==> src/sv/cor_pkg.sv <==
package cor_pkg;

	// Field widths of the request and pixel channels.
	localparam int IN_COORD_W  = 11;
	localparam int IN_RADIUS_W = 10;
	localparam int COLOR_W     = 24;
	localparam int PIX_W       = 13;

	// Command codes.
	localparam logic CMD_START = 1'b0;
	localparam logic CMD_STEP  = 1'b1;

	// Number of symmetric points sent for each step.
	localparam int POINTS_PER_STEP = 8;
	localparam int PHASE_W         = $clog2(POINTS_PER_STEP);

endpackage

==> src/sv/cor_if.sv <==
// Request channel: one command with the circle description.
interface cor_req_if;
	logic                                valid;
	logic                                ready;
	logic                                command;
	logic [cor_pkg::IN_COORD_W-1:0]      center_x;
	logic [cor_pkg::IN_COORD_W-1:0]      center_y;
	logic [cor_pkg::IN_RADIUS_W-1:0]     radius;
	logic [cor_pkg::COLOR_W-1:0]         color;

	modport source (output valid, command, center_x, center_y, radius, color, input ready);
	modport sink   (input valid, command, center_x, center_y, radius, color, output ready);
	modport mon    (input valid, ready, command, center_x, center_y, radius, color);
endinterface

// Pixel channel: one outline point per transfer.
interface cor_pix_if;
	logic                                valid;
	logic                                ready;
	logic signed [cor_pkg::PIX_W-1:0]    pixel_x;
	logic signed [cor_pkg::PIX_W-1:0]    pixel_y;
	logic [cor_pkg::COLOR_W-1:0]         pixel_color;
	logic                                last_point;

	modport source (output valid, pixel_x, pixel_y, pixel_color, last_point, input ready);
	modport sink   (input valid, pixel_x, pixel_y, pixel_color, last_point, output ready);
	modport mon    (input valid, ready, pixel_x, pixel_y, pixel_color, last_point);
endinterface

==> src/sv/cor_front.sv <==
// Command decoder and octant walker. Each step of an active walk pushes one
// octant job (center, offsets, color, last flag) toward the point emitter.
module cor_front #(
	parameter int COORD_BITS  = 11,
	parameter int RADIUS_BITS = 10
) (
	input  logic                           clk,
	input  logic                           arst_n,
	cor_req_if.sink                        req,
	output logic                           job_valid,
	input  logic                           job_ready,
	output logic [COORD_BITS-1:0]          job_cx,
	output logic [COORD_BITS-1:0]          job_cy,
	output logic signed [RADIUS_BITS+1:0]  job_x,
	output logic signed [RADIUS_BITS+1:0]  job_y,
	output logic [cor_pkg::COLOR_W-1:0]    job_color,
	output logic                           job_last
);

	localparam int OW = RADIUS_BITS + 2;
	localparam int DW = RADIUS_BITS + 6;

	logic [COORD_BITS-1:0]       center_col_q;
	logic [COORD_BITS-1:0]       center_row_q;
	logic signed [OW-1:0]        offset_x_q;
	logic signed [OW-1:0]        offset_y_q;
	logic signed [DW-1:0]        decision_q;
	logic [cor_pkg::COLOR_W-1:0] draw_color_q;
	logic                        active_q;

	logic                        accept;
	logic                        is_start;
	logic                        do_step;
	logic [RADIUS_BITS-1:0]      radius_r;
	logic signed [OW-1:0]        x_next;
	logic signed [OW-1:0]        y_next;
	logic signed [DW-1:0]        dec_next;
	logic signed [DW-1:0]        x_ext;
	logic signed [DW-1:0]        y_ext;
	logic                        done;

	assign req.ready = job_ready;
	assign accept    = req.valid && req.ready;
	assign is_start  = (req.command == cor_pkg::CMD_START);
	assign do_step   = accept && !is_start && active_q;
	assign radius_r  = RADIUS_BITS'(req.radius);

	// Next offsets and decision term of the walk.
	always_comb begin
		x_next = offset_x_q + OW'(1);
		if (decision_q > DW'(0)) begin
			y_next = offset_y_q - OW'(1);
		end else begin
			y_next = offset_y_q;
		end
		x_ext = DW'(x_next);
		y_ext = DW'(y_next);
		if (decision_q > DW'(0)) begin
			dec_next = decision_q + ((x_ext - y_ext) <<< 2) + DW'(10);
		end else begin
			dec_next = decision_q + (x_ext <<< 2) + DW'(6);
		end
		done = (y_next < x_next);
	end

	// Walk state.
	always_ff @(posedge clk or negedge arst_n) begin
		if (!arst_n) begin
			center_col_q <= '0;
			center_row_q <= '0;
			offset_x_q   <= '0;
			offset_y_q   <= '0;
			decision_q   <= '0;
			draw_color_q <= '0;
			active_q     <= 1'b0;
		end else if (accept && is_start) begin
			center_col_q <= COORD_BITS'(req.center_x);
			center_row_q <= COORD_BITS'(req.center_y);
			draw_color_q <= req.color;
			offset_x_q   <= '0;
			offset_y_q   <= signed'(OW'(radius_r));
			decision_q   <= DW'(3) - (signed'(DW'(radius_r)) <<< 1);
			active_q     <= 1'b1;
		end else if (do_step) begin
			offset_x_q <= x_next;
			offset_y_q <= y_next;
			decision_q <= dec_next;
			if (done) begin
				active_q <= 1'b0;
			end
		end
	end

	// Job toward the queue holds the offsets from before the update.
	assign job_valid = do_step;
	assign job_cx    = center_col_q;
	assign job_cy    = center_row_q;
	assign job_x     = offset_x_q;
	assign job_y     = offset_y_q;
	assign job_color = draw_color_q;
	assign job_last  = done;

endmodule

==> src/sv/cor_queue.sv <==
// Small first-in first-out buffer for octant jobs.
module cor_queue #(
	parameter int WIDTH = 8
) (
	input  logic             clk,
	input  logic             arst_n,
	input  logic             push_valid,
	output logic             push_ready,
	input  logic [WIDTH-1:0] push_data,
	output logic             pop_valid,
	input  logic             pop_ready,
	output logic [WIDTH-1:0] pop_data
);

	localparam int DEPTH = 2;
	localparam int PW    = $clog2(DEPTH);
	localparam int CW    = $clog2(DEPTH + 1);

	logic [WIDTH-1:0] mem_q [DEPTH];
	logic [PW-1:0]    wr_ptr_q;
	logic [PW-1:0]    rd_ptr_q;
	logic [CW-1:0]    count_q;
	logic             do_push;
	logic             do_pop;

	assign push_ready = (count_q != CW'(DEPTH));
	assign pop_valid  = (count_q != '0);
	assign do_push    = push_valid && push_ready;
	assign do_pop     = pop_valid && pop_ready;
	assign pop_data   = mem_q[rd_ptr_q];

	// Storage.
	always_ff @(posedge clk) begin
		if (do_push) begin
			mem_q[wr_ptr_q] <= push_data;
		end
	end

	// Pointers and fill count.
	always_ff @(posedge clk or negedge arst_n) begin
		if (!arst_n) begin
			wr_ptr_q <= '0;
			rd_ptr_q <= '0;
			count_q  <= '0;
		end else begin
			if (do_push) begin
				wr_ptr_q <= (wr_ptr_q == PW'(DEPTH - 1)) ? '0 : wr_ptr_q + PW'(1);
			end
			if (do_pop) begin
				rd_ptr_q <= (rd_ptr_q == PW'(DEPTH - 1)) ? '0 : rd_ptr_q + PW'(1);
			end
			if (do_push && !do_pop) begin
				count_q <= count_q + CW'(1);
			end else if (do_pop && !do_push) begin
				count_q <= count_q - CW'(1);
			end
		end
	end

endmodule

==> src/sv/cor_back.sv <==
// Point emitter: turns one octant job into its eight symmetric points, one
// per cycle while pix is ready.
module cor_back #(
	parameter int COORD_BITS  = 11,
	parameter int RADIUS_BITS = 10
) (
	input  logic                           clk,
	input  logic                           arst_n,
	input  logic                           job_valid,
	output logic                           job_ready,
	input  logic [COORD_BITS-1:0]          job_cx,
	input  logic [COORD_BITS-1:0]          job_cy,
	input  logic signed [RADIUS_BITS+1:0]  job_x,
	input  logic signed [RADIUS_BITS+1:0]  job_y,
	input  logic [cor_pkg::COLOR_W-1:0]    job_color,
	input  logic                           job_last,
	cor_pix_if.source                      pix
);

	localparam int OW  = RADIUS_BITS + 2;
	localparam int MW  = ((COORD_BITS + 1) > OW) ? (COORD_BITS + 1) : OW;
	localparam int AW0 = MW + 1;
	localparam int AW  = (AW0 > cor_pkg::PIX_W) ? AW0 : cor_pkg::PIX_W;
	localparam int PHW = cor_pkg::PHASE_W;

	logic [COORD_BITS-1:0]       cx_q;
	logic [COORD_BITS-1:0]       cy_q;
	logic signed [OW-1:0]        x_q;
	logic signed [OW-1:0]        y_q;
	logic [cor_pkg::COLOR_W-1:0] color_q;
	logic                        last_q;
	logic [PHW-1:0]              phase_q;
	logic                        busy_q;

	logic                        final_phase;
	logic                        load;
	logic signed [AW-1:0]        dx;
	logic signed [AW-1:0]        dy;
	logic signed [AW-1:0]        sum_x;
	logic signed [AW-1:0]        sum_y;

	assign final_phase = (phase_q == PHW'(cor_pkg::POINTS_PER_STEP - 1));
	assign job_ready   = !busy_q || (final_phase && pix.ready);
	assign load        = job_valid && job_ready;

	// Job register and phase counter.
	always_ff @(posedge clk or negedge arst_n) begin
		if (!arst_n) begin
			busy_q  <= 1'b0;
			phase_q <= '0;
		end else if (load) begin
			busy_q  <= 1'b1;
			phase_q <= '0;
		end else if (busy_q && pix.ready) begin
			phase_q <= phase_q + PHW'(1);
			if (final_phase) begin
				busy_q <= 1'b0;
			end
		end
	end

	always_ff @(posedge clk) begin
		if (load) begin
			cx_q    <= job_cx;
			cy_q    <= job_cy;
			x_q     <= job_x;
			y_q     <= job_y;
			color_q <= job_color;
			last_q  <= job_last;
		end
	end

	// Phase bit 2 swaps the offsets, bit 0 negates the column term and
	// bit 1 negates the row term.
	always_comb begin
		if (phase_q[2]) begin
			dx = AW'(y_q);
			dy = AW'(x_q);
		end else begin
			dx = AW'(x_q);
			dy = AW'(y_q);
		end
		if (phase_q[0]) begin
			dx = -dx;
		end
		if (phase_q[1]) begin
			dy = -dy;
		end
		sum_x = signed'(AW'(cx_q)) + dx;
		sum_y = signed'(AW'(cy_q)) + dy;
	end

	assign pix.valid       = busy_q;
	assign pix.pixel_x     = sum_x[cor_pkg::PIX_W-1:0];
	assign pix.pixel_y     = sum_y[cor_pkg::PIX_W-1:0];
	assign pix.pixel_color = color_q;
	assign pix.last_point  = busy_q && last_q && final_phase;

endmodule

==> src/sv/circle_outline_rasterizer.sv <==
// Channel  Role    Payload
// req      sink    command, center_x, center_y, radius, color
// pix      source  pixel_x, pixel_y, pixel_color, last_point
//
// A step of an active walk yields eight points, one per cycle while pix is
// ready, paced by the emitter's phase counter; new steps are taken only while
// the queue has room. Start commands and idle steps leave no points.
// A two-entry job queue lets the walker run up to two steps ahead of the emitter.
// Reset is asynchronous and clears the walk, the queue and the emitter.
// A stall on pix holds the current point; req stalls once the queue is full.
module circle_outline_rasterizer #(
	parameter int COORD_BITS  = 11,
	parameter int RADIUS_BITS = 10
) (
	input  logic      clk,
	input  logic      arst_n,
	cor_req_if.sink   req,
	cor_pix_if.source pix
);

	localparam int OW = RADIUS_BITS + 2;
	localparam int JW = 2 * COORD_BITS + 2 * OW + cor_pkg::COLOR_W + 1;

	logic                        f_valid;
	logic                        f_ready;
	logic [COORD_BITS-1:0]       f_cx;
	logic [COORD_BITS-1:0]       f_cy;
	logic signed [OW-1:0]        f_x;
	logic signed [OW-1:0]        f_y;
	logic [cor_pkg::COLOR_W-1:0] f_color;
	logic                        f_last;

	logic                        b_valid;
	logic                        b_ready;
	logic [JW-1:0]               b_data;

	// Walker.
	cor_front #(
		.COORD_BITS  (COORD_BITS),
		.RADIUS_BITS (RADIUS_BITS)
	) u_front (
		.clk       (clk),
		.arst_n    (arst_n),
		.req       (req),
		.job_valid (f_valid),
		.job_ready (f_ready),
		.job_cx    (f_cx),
		.job_cy    (f_cy),
		.job_x     (f_x),
		.job_y     (f_y),
		.job_color (f_color),
		.job_last  (f_last)
	);

	// Job queue.
	cor_queue #(
		.WIDTH (JW)
	) u_queue (
		.clk        (clk),
		.arst_n     (arst_n),
		.push_valid (f_valid),
		.push_ready (f_ready),
		.push_data  ({f_cx, f_cy, f_x, f_y, f_color, f_last}),
		.pop_valid  (b_valid),
		.pop_ready  (b_ready),
		.pop_data   (b_data)
	);

	// Point emitter.
	cor_back #(
		.COORD_BITS  (COORD_BITS),
		.RADIUS_BITS (RADIUS_BITS)
	) u_back (
		.clk       (clk),
		.arst_n    (arst_n),
		.job_valid (b_valid),
		.job_ready (b_ready),
		.job_cx    (b_data[JW-1 -: COORD_BITS]),
		.job_cy    (b_data[JW-COORD_BITS-1 -: COORD_BITS]),
		.job_x     (signed'(b_data[JW-2*COORD_BITS-1 -: OW])),
		.job_y     (signed'(b_data[JW-2*COORD_BITS-OW-1 -: OW])),
		.job_color (b_data[cor_pkg::COLOR_W:1]),
		.job_last  (b_data[0]),
		.pix       (pix)
	);

endmodule

==> src/flat_wrapper.sv <==
// flat-port wrapper written by rule: the top's interface ports become plain ports
module circle_outline_rasterizer_flat 
#(
	parameter int COORD_BITS  = 11,
	parameter int RADIUS_BITS = 10
)
  (clk, arst_n, req_valid, req_command, req_center_x, req_center_y, req_radius, req_color, req_ready, pix_valid, pix_pixel_x, pix_pixel_y, pix_pixel_color, pix_last_point, pix_ready);
  cor_req_if req_i ();
  cor_pix_if pix_i ();
  input  logic clk;
  input  logic arst_n;
  input wire logic [$bits(req_i.valid)-1:0] req_valid;
  input wire logic [$bits(req_i.command)-1:0] req_command;
  input wire logic [$bits(req_i.center_x)-1:0] req_center_x;
  input wire logic [$bits(req_i.center_y)-1:0] req_center_y;
  input wire logic [$bits(req_i.radius)-1:0] req_radius;
  input wire logic [$bits(req_i.color)-1:0] req_color;
  output wire logic [$bits(req_i.ready)-1:0] req_ready;
  output wire logic [$bits(pix_i.valid)-1:0] pix_valid;
  output wire logic [$bits(pix_i.pixel_x)-1:0] pix_pixel_x;
  output wire logic [$bits(pix_i.pixel_y)-1:0] pix_pixel_y;
  output wire logic [$bits(pix_i.pixel_color)-1:0] pix_pixel_color;
  output wire logic [$bits(pix_i.last_point)-1:0] pix_last_point;
  input wire logic [$bits(pix_i.ready)-1:0] pix_ready;
  assign req_i.valid = req_valid;
  assign req_i.command = req_command;
  assign req_i.center_x = req_center_x;
  assign req_i.center_y = req_center_y;
  assign req_i.radius = req_radius;
  assign req_i.color = req_color;
  assign req_ready = req_i.ready;
  assign pix_valid = pix_i.valid;
  assign pix_pixel_x = pix_i.pixel_x;
  assign pix_pixel_y = pix_i.pixel_y;
  assign pix_pixel_color = pix_i.pixel_color;
  assign pix_last_point = pix_i.last_point;
  assign pix_i.ready = pix_ready;
  circle_outline_rasterizer #(.COORD_BITS(COORD_BITS), .RADIUS_BITS(RADIUS_BITS)) u_core (.clk(clk), .arst_n(arst_n), .req(req_i), .pix(pix_i));
endmodule
==> config.mk <==
export PLATFORM = sky130hd
export DESIGN_NAME = circle_outline_rasterizer_flat
export DESIGN_NICKNAME = d
export VERILOG_FILES = /design/src/sv/cor_pkg.sv /design/src/sv/cor_if.sv /design/src/sv/cor_front.sv /design/src/sv/cor_queue.sv /design/src/sv/cor_back.sv /design/src/sv/circle_outline_rasterizer.sv /design/src/flat_wrapper.sv
export SDC_FILE = /design/constraint.sdc
export NUM_CORES = 1
export LEC_CHECK = 0
export ABC_CLOCK_PERIOD_IN_PS = 4500
export BUFFER_PORTS_ARGS = -buffer_cell sky130_fd_sc_hd__buf_2
export CAP_MARGIN = 30
export CORE_MARGIN = 4
export CORE_UTILIZATION = 35
export CTS_BUF_LIST = sky130_fd_sc_hd__clkbuf_4
export DETAILED_ROUTE_END_ITERATION = 10
export SLEW_MARGIN = 20
export SYNTH_ARGS = -nofsm -noshare
export SYNTH_HDL_FRONTEND = slang
export SYNTH_SLANG_ARGS = --single-unit
==> constraint.sdc <==
create_clock -name clk -period 4.5 [get_ports clk]
set_input_delay 0.9 -clock clk [delete_from_list [all_inputs] [get_ports clk]]
set_output_delay 0.9 -clock clk [all_outputs]
set_load 0.02 [all_outputs]
# Word level (Yosys, flattened, before mapping)
# Memories as Yosys holds them, arrays and structs flattened. A register that Yosys moved wholly into a read port is not among the register bits.
# Cells that the tools add are included.
# totals
regBits	95
memories	1
output_inout_bits	53
ramBits	142
# classes
add_sub_neg	17
n_lt_le_gt_ge	2
bitwise_logic	1
n_eq_ne	2
n_mux	26
reduce_logical	24
# memory_table
memory	depth	width	read_ports	rd_ports_with_merged_regs	write_ports	line_no	source
u_core.u_queue.mem_q	2	71	1	1	1	cor_queue.sv:19	logic [WIDTH-1:0] mem_q [DEPTH];
# op_table
operator	count
$mux 12	5
$mux 13	4
$mux 16	3
$add 12x13->13	2
$neg 13->13	2
$add 16x14->16	1
$add 16x15->16	1
$add 16x4->16 const B	1
$add 16x5->16 const B	1
$gt 16x1->1 const B	1
$sub 12x12->13	1
$add 12x2->12 const B	1
$logic_and 1x1->1	12
$lt 12x12->1	1
$reduce_bool 2->1	6
$sub 12x2->12 const B	1
$sub 2x11->12 const A	1
$mux 1	10
$mux 3	2
$mux 2	2
$reduce_and 2->1	2
$add 3x1->3 const B	1
$eq 3x3->1 const B	1
$logic_not 1->1	3
other kinds (6)	7

# Logic depth before layout (Yosys ltp)
# logic_depth
ltp_word	9
depth_mapped	24

# Modules after synthesis
# From an unflattened synthesis, not the netlist that was laid out.
# hier_totals
cells_unflattened	1344
hier_area_um2	16249.3
# by_module_without_submodules
module	area_each_um2	cells_each	instances
cor_front	6303.5	753	1
cor_queue	5667.9	239	1
cor_back	4277.9	352	1

# Least setup slack after synthesis
# Ideal clock, no wire load.
# synth_path
path_type	register to output
start	register u_core.u_back.phase_q[2]
end	output pix_pixel_y[12]
n_path_buf	4
path_slack_ps	-568
t_required_ps	3600
arrival_ps	4168
path_stages_with_launch	18
cell_sequence	dfrtp_1 clkbuf_2 clkbuf_8 clkbuf_1 clkbuf_1 mux2i_1 ha_1 inv_1 mux2i_1 fa_1 a21o_1 a21oi_1 o21bai_1 a2111o_1 nand2_1 o21ai_0 o21ai_1 xor2_1
# synth_between
elab_chain_len	4
# synth_lines
element	line_no	source
start: declaration	cor_back.sv:32	logic [PHW-1:0] phase_q;
start signal: assignment	cor_back.sv:55	phase_q <= phase_q + PHW'(1);
$mux 13 *	cor_back.sv:76	if (phase_q[2]) begin
$neg 13->13	cor_back.sv:87	dy = -dy;
$mux 13 *	cor_back.sv:86	if (phase_q[1]) begin
$add 12x13->13 *	cor_back.sv:90	sum_y = signed'(AW'(cy_q)) + dy;
end: declaration	flat_wrapper.sv:21	output wire logic [$bits(pix_i.pixel_y)-1:0] pix_pixel_y;
# Mark *: on every way between the ends. The rest lies on a longest branch, timed or not.

# Worst setup path after layout
# layout_path
start	register u_core.u_front.decision_q[6]
end	register u_core.u_front.decision_q[15]
# layout_between
elab_chain_len	8
# layout_lines
element	line_no	source
start: declaration	cor_front.sv:27	logic signed [DW-1:0] decision_q;
start signal: assignment	cor_front.sv:82	decision_q <= DW'(3) - (signed'(DW'(radius_r)) <<< 1);
start signal: assignment	cor_front.sv:87	decision_q <= dec_next;
$gt 16x1->1	cor_front.sv:51, cor_front.sv:58	
$mux 12	cor_front.sv:51	if (decision_q > DW'(0)) begin
$sub 12x12->13	cor_front.sv:59	dec_next = decision_q + ((x_ext - y_ext) <<< 2) + DW'(10);
$add 16x15->16	cor_front.sv:59	
$add 16x5->16	cor_front.sv:59	
$mux 16 *	cor_front.sv:58	if (decision_q > DW'(0)) begin
$mux 16 *	cor_front.sv:84	end else if (do_step) begin
$mux 16 *	cor_front.sv:76	end else if (accept && is_start) begin
# Mark *: on every way between the ends. The rest lies on a longest branch, timed or not. The select of a mux whose other input is x is not followed.
# A chain may end at the register's enable or synchronous reset.

==> impl_metrics.yaml <==
floorplan:
  die_area_um2: 47900
  ios: 114
  die_h_um: 219
  core-area_um2: 43600
  initial_core_util_pct: 35.7
  rows: 76
  die_w_um: 219
power_and_ir_drop:
  p_leak_nw: 8.18
  ir_worst_vdd_mv: 0.544
  powerDensity_nw_per_um2: 803
cts:
  cts_max_level: 3
  clock_latency_ns: 0.68
  cts_hold_buf: 0
  cts_tree: "built"
  root_buffer: "clkbuf_4"
  numCtsBuffers: 81
  clkSinkCount: 308
  clk_pin_slew_ns: 0.07
  clockBufferDepth: 3
global_route:
  grt_max_degree: 55
  grt_pass1_vias: 11754
  grt_first_pass_wirelength_um: 61800
  antenna_found_initial: 1
  grt_overflow: 0
  grt.total_usage_pct: 16.1
sta:
  fin_crit_ns: 4.83
  period_share_pct: 107
  slew_headroom_pct: 55.5
  setup_ws_ns: -0.328
  fmax_ghz: 0.207
  worst_pin_slew_ns: 0.668
  setup_viol: 13
  whs_ns: 0.156
  hold_viol: 0
  rsz0062_at_grt: "yes"
  skew_ns: 0.0544
  slew_viol_final: 0
yosys:
  yosys.area.top_type_share_pct: 41.1
  synth_fp_nets: 1471
  synth_mux_area_share_pct: 6.95
  synthArstFlopShare_pct: 30.8
  synth_area_leaders: "edfxtp_1, dfrtp_1, ha_1"
  synth_edf_count: 213
  ys_types: 63
  syn_avg_cell_area_um2: 11.9
  synth_top_family_by_area: "simple AND/OR/NAND/NOR gates"
  netlist_area_um2: 15600
  synth_compound_area_share_pct: 8.74
  ys_ff_latch: 308
  synth.largest_area_cell: "edfxtp_1"
  seq_area_frac_synth_pct: 56.4
  synth_ff_type: "edfxtp_1"
  synth_cells: 1311
  yosys_warnings: 0
  synth-simple-area-share_pct: 11.6
  synthAdderAreaFrac_pct: 8.20
  synth-xor-area-share_pct: 6.29
drt:
  drt_pass1_iterations: 5
  routed_wl_um: 38800
  drtIter0Drc: 708
  drtAntennaViolNets: 0
  drc: 0
  vias_per_cell: 4.90
  wl_per_cell_um: 17.0
  vias: 11184
setup_path:
  startpoint_type: "flip-flop"
  cp_max_fo: 4
  worstReg2RegStart: "u_core.u_front.decision_q[6]"
  end_kind: "flip-flop"
  critPathKind: "reg -> reg"
  cp.required_ns: 5.04
  arrival_ns: 5.37
  critPathLaunch: "u_core.u_front.decision_q[6]"
place:
  pre_cts_slack_ns: -0.742
  portBuffers: 113
  placedInstanceArea_um2: 17800
  gp_congestion: 0.907
  post-dp-hpwl_um: 26700
final_layout:
  fin_util_pct: 45.9
  synthToLayoutAreaGrowth_pct: 28.5
  layout.nets: 1789
  layout_common_cells: "edfxtp_1, nand2_1, buf_4"
  final_common_cell: "edfxtp_1"
  drive_gt1_share_pct: 36.9
  design_area_um2: 20000
flow_run:
  cap_violations: 0
min_path:
  hp-class: "in -> async"
outcome:
  failed_checks: "setup timing"
  status: "finished with violations"
## cells in the mapped netlist, types with 8 or more instances
master / number
nor2_1: 73
a21oi_1: 58
inv_1: 31
xor2_1: 50
a21o_1: 14
or3_1: 8
dfrtp_1: 95
nor3_1: 34
edfxtp_1: 213
o211ai_1: 12
ha_1: 94
nand2_1: 210
nor2b_1: 11
a211oi_1: 11
nand3_1: 21
nand2b_1: 8
clkbuf_1: 36
mux2_2: 72
o21ai_0: 59
xnor2_1: 60
mux2i_1: 27
a31oi_1: 8
## layer usage
metal	part of all wire [%]	wire length, um	vias to the layer above	GRT usage [%]
met3	4.6	1800	61	3.13
met2	48	18800	251	27.1
met1	45	17400	5411	21.2
met4	2.2	852	0	4.91
met5	0	0	-	0
li1	-	-	5461	-
## stage by stage
stage,TNS (ns),total power [mW],std cells
after global placement,-3.18,11.7,2097
after floorplan,-0.0860,9.24,1311
after CTS,-1.78,15.4,2271
after global routing,-5.07,17.3,2283
final,-1.47,16.1,2283
after detailed placement,-3.97,11.8,2098
## timing repair
action / in CTS / in global routing
setup buffers: 25 / 11
pin swaps: 61 / 80
endpoints found under the setup margin: 20 / 23
gates resized for setup: 122 / 81
## where the power goes
| part | switching (mW) | total, mW | internal (mW) | leakage [nW] |
|---|---|---|---|---|
| combinational | 4.81 | 9.41 | 4.60 | 4.44 |
| sequential | 0.413 | 4.26 | 3.85 | 3.12 |
| clock | 1.14 | 2.39 | 1.24 | 0.620 |
| total | 6.37 | 16.1 | 9.70 | 8.18 |
## flip-flops by register name, summed over array words and instances, names as in the netlist, 12 cells and up
register,cells
u_core.u_queue.mem_q,142
u_core.u_back.pix.pixel_color,24
u_core.u_front.job_color,24
u_core.u_front.decision_q,16
u_core.u_back.x_q,12
u_core.u_back.y_q,12
u_core.u_front.job_x,12
u_core.u_front.job_y,12
## worst max-delay path, stage by stage (launching register included)
cell,delay (ns)
dfrtp_1,0.41
nor4_4,0.37
a41oi_4,0.20
buf_12,0.18
and3b_2,0.20
nor3b_4,0.16
xnor2_1,0.18
ha_1,0.27
or3_4,0.39
o21ai_4,0.08
a211oi_2,0.06
o31ai_1,0.24
nor2b_2,0.20
xnor2_1,0.15
ha_1,0.29
ha_4,0.28
a21oi_4,0.13
o211ai_1,0.10
o21bai_1,0.16
a31oi_1,0.20
xnor2_1,0.15
xnor2_1,0.14
a21o_1,0.13
o21ai_1,0.05
## path summary, 6_finish.rpt
path,to,slack [ns],cells past startpoint
max in group asynchronous,u_core.u_front.decision_q[13],3.29,3
max reg2reg,u_core.u_front.decision_q[15],-0.33,23
min in group clk,u_core.u_front.job_color[19],0.40,3
max,u_core.u_front.decision_q[15],-0.33,23
min,u_core.u_front.job_color[20],0.16,1
min reg2reg,u_core.u_queue.mem_q[1][3],0.46,0
## area by class of cell
type,count,area [um^2]
sequential,308,8780
multi-input combinational,930,7390
clock buffer,121,908
timing repair buffer,276,1940
tap,585,732
inverter,32,120
antenna,1,2.50
clock inverter,30,135
fill,4091,23600
## kinds of logic (layout without fill, tap and decap cells)
family / after synthesis / count (layout)
simple gates: 405 / 405
other cells: 0 / 1
buf+inv: 73 / 459
fa+ha+maj: 99 / 99
xor+xnor: 111 / 111
compound gates: 216 / 216
flops: 308 / 308
mux: 99 / 99
(Power assumes the default switching activity.)
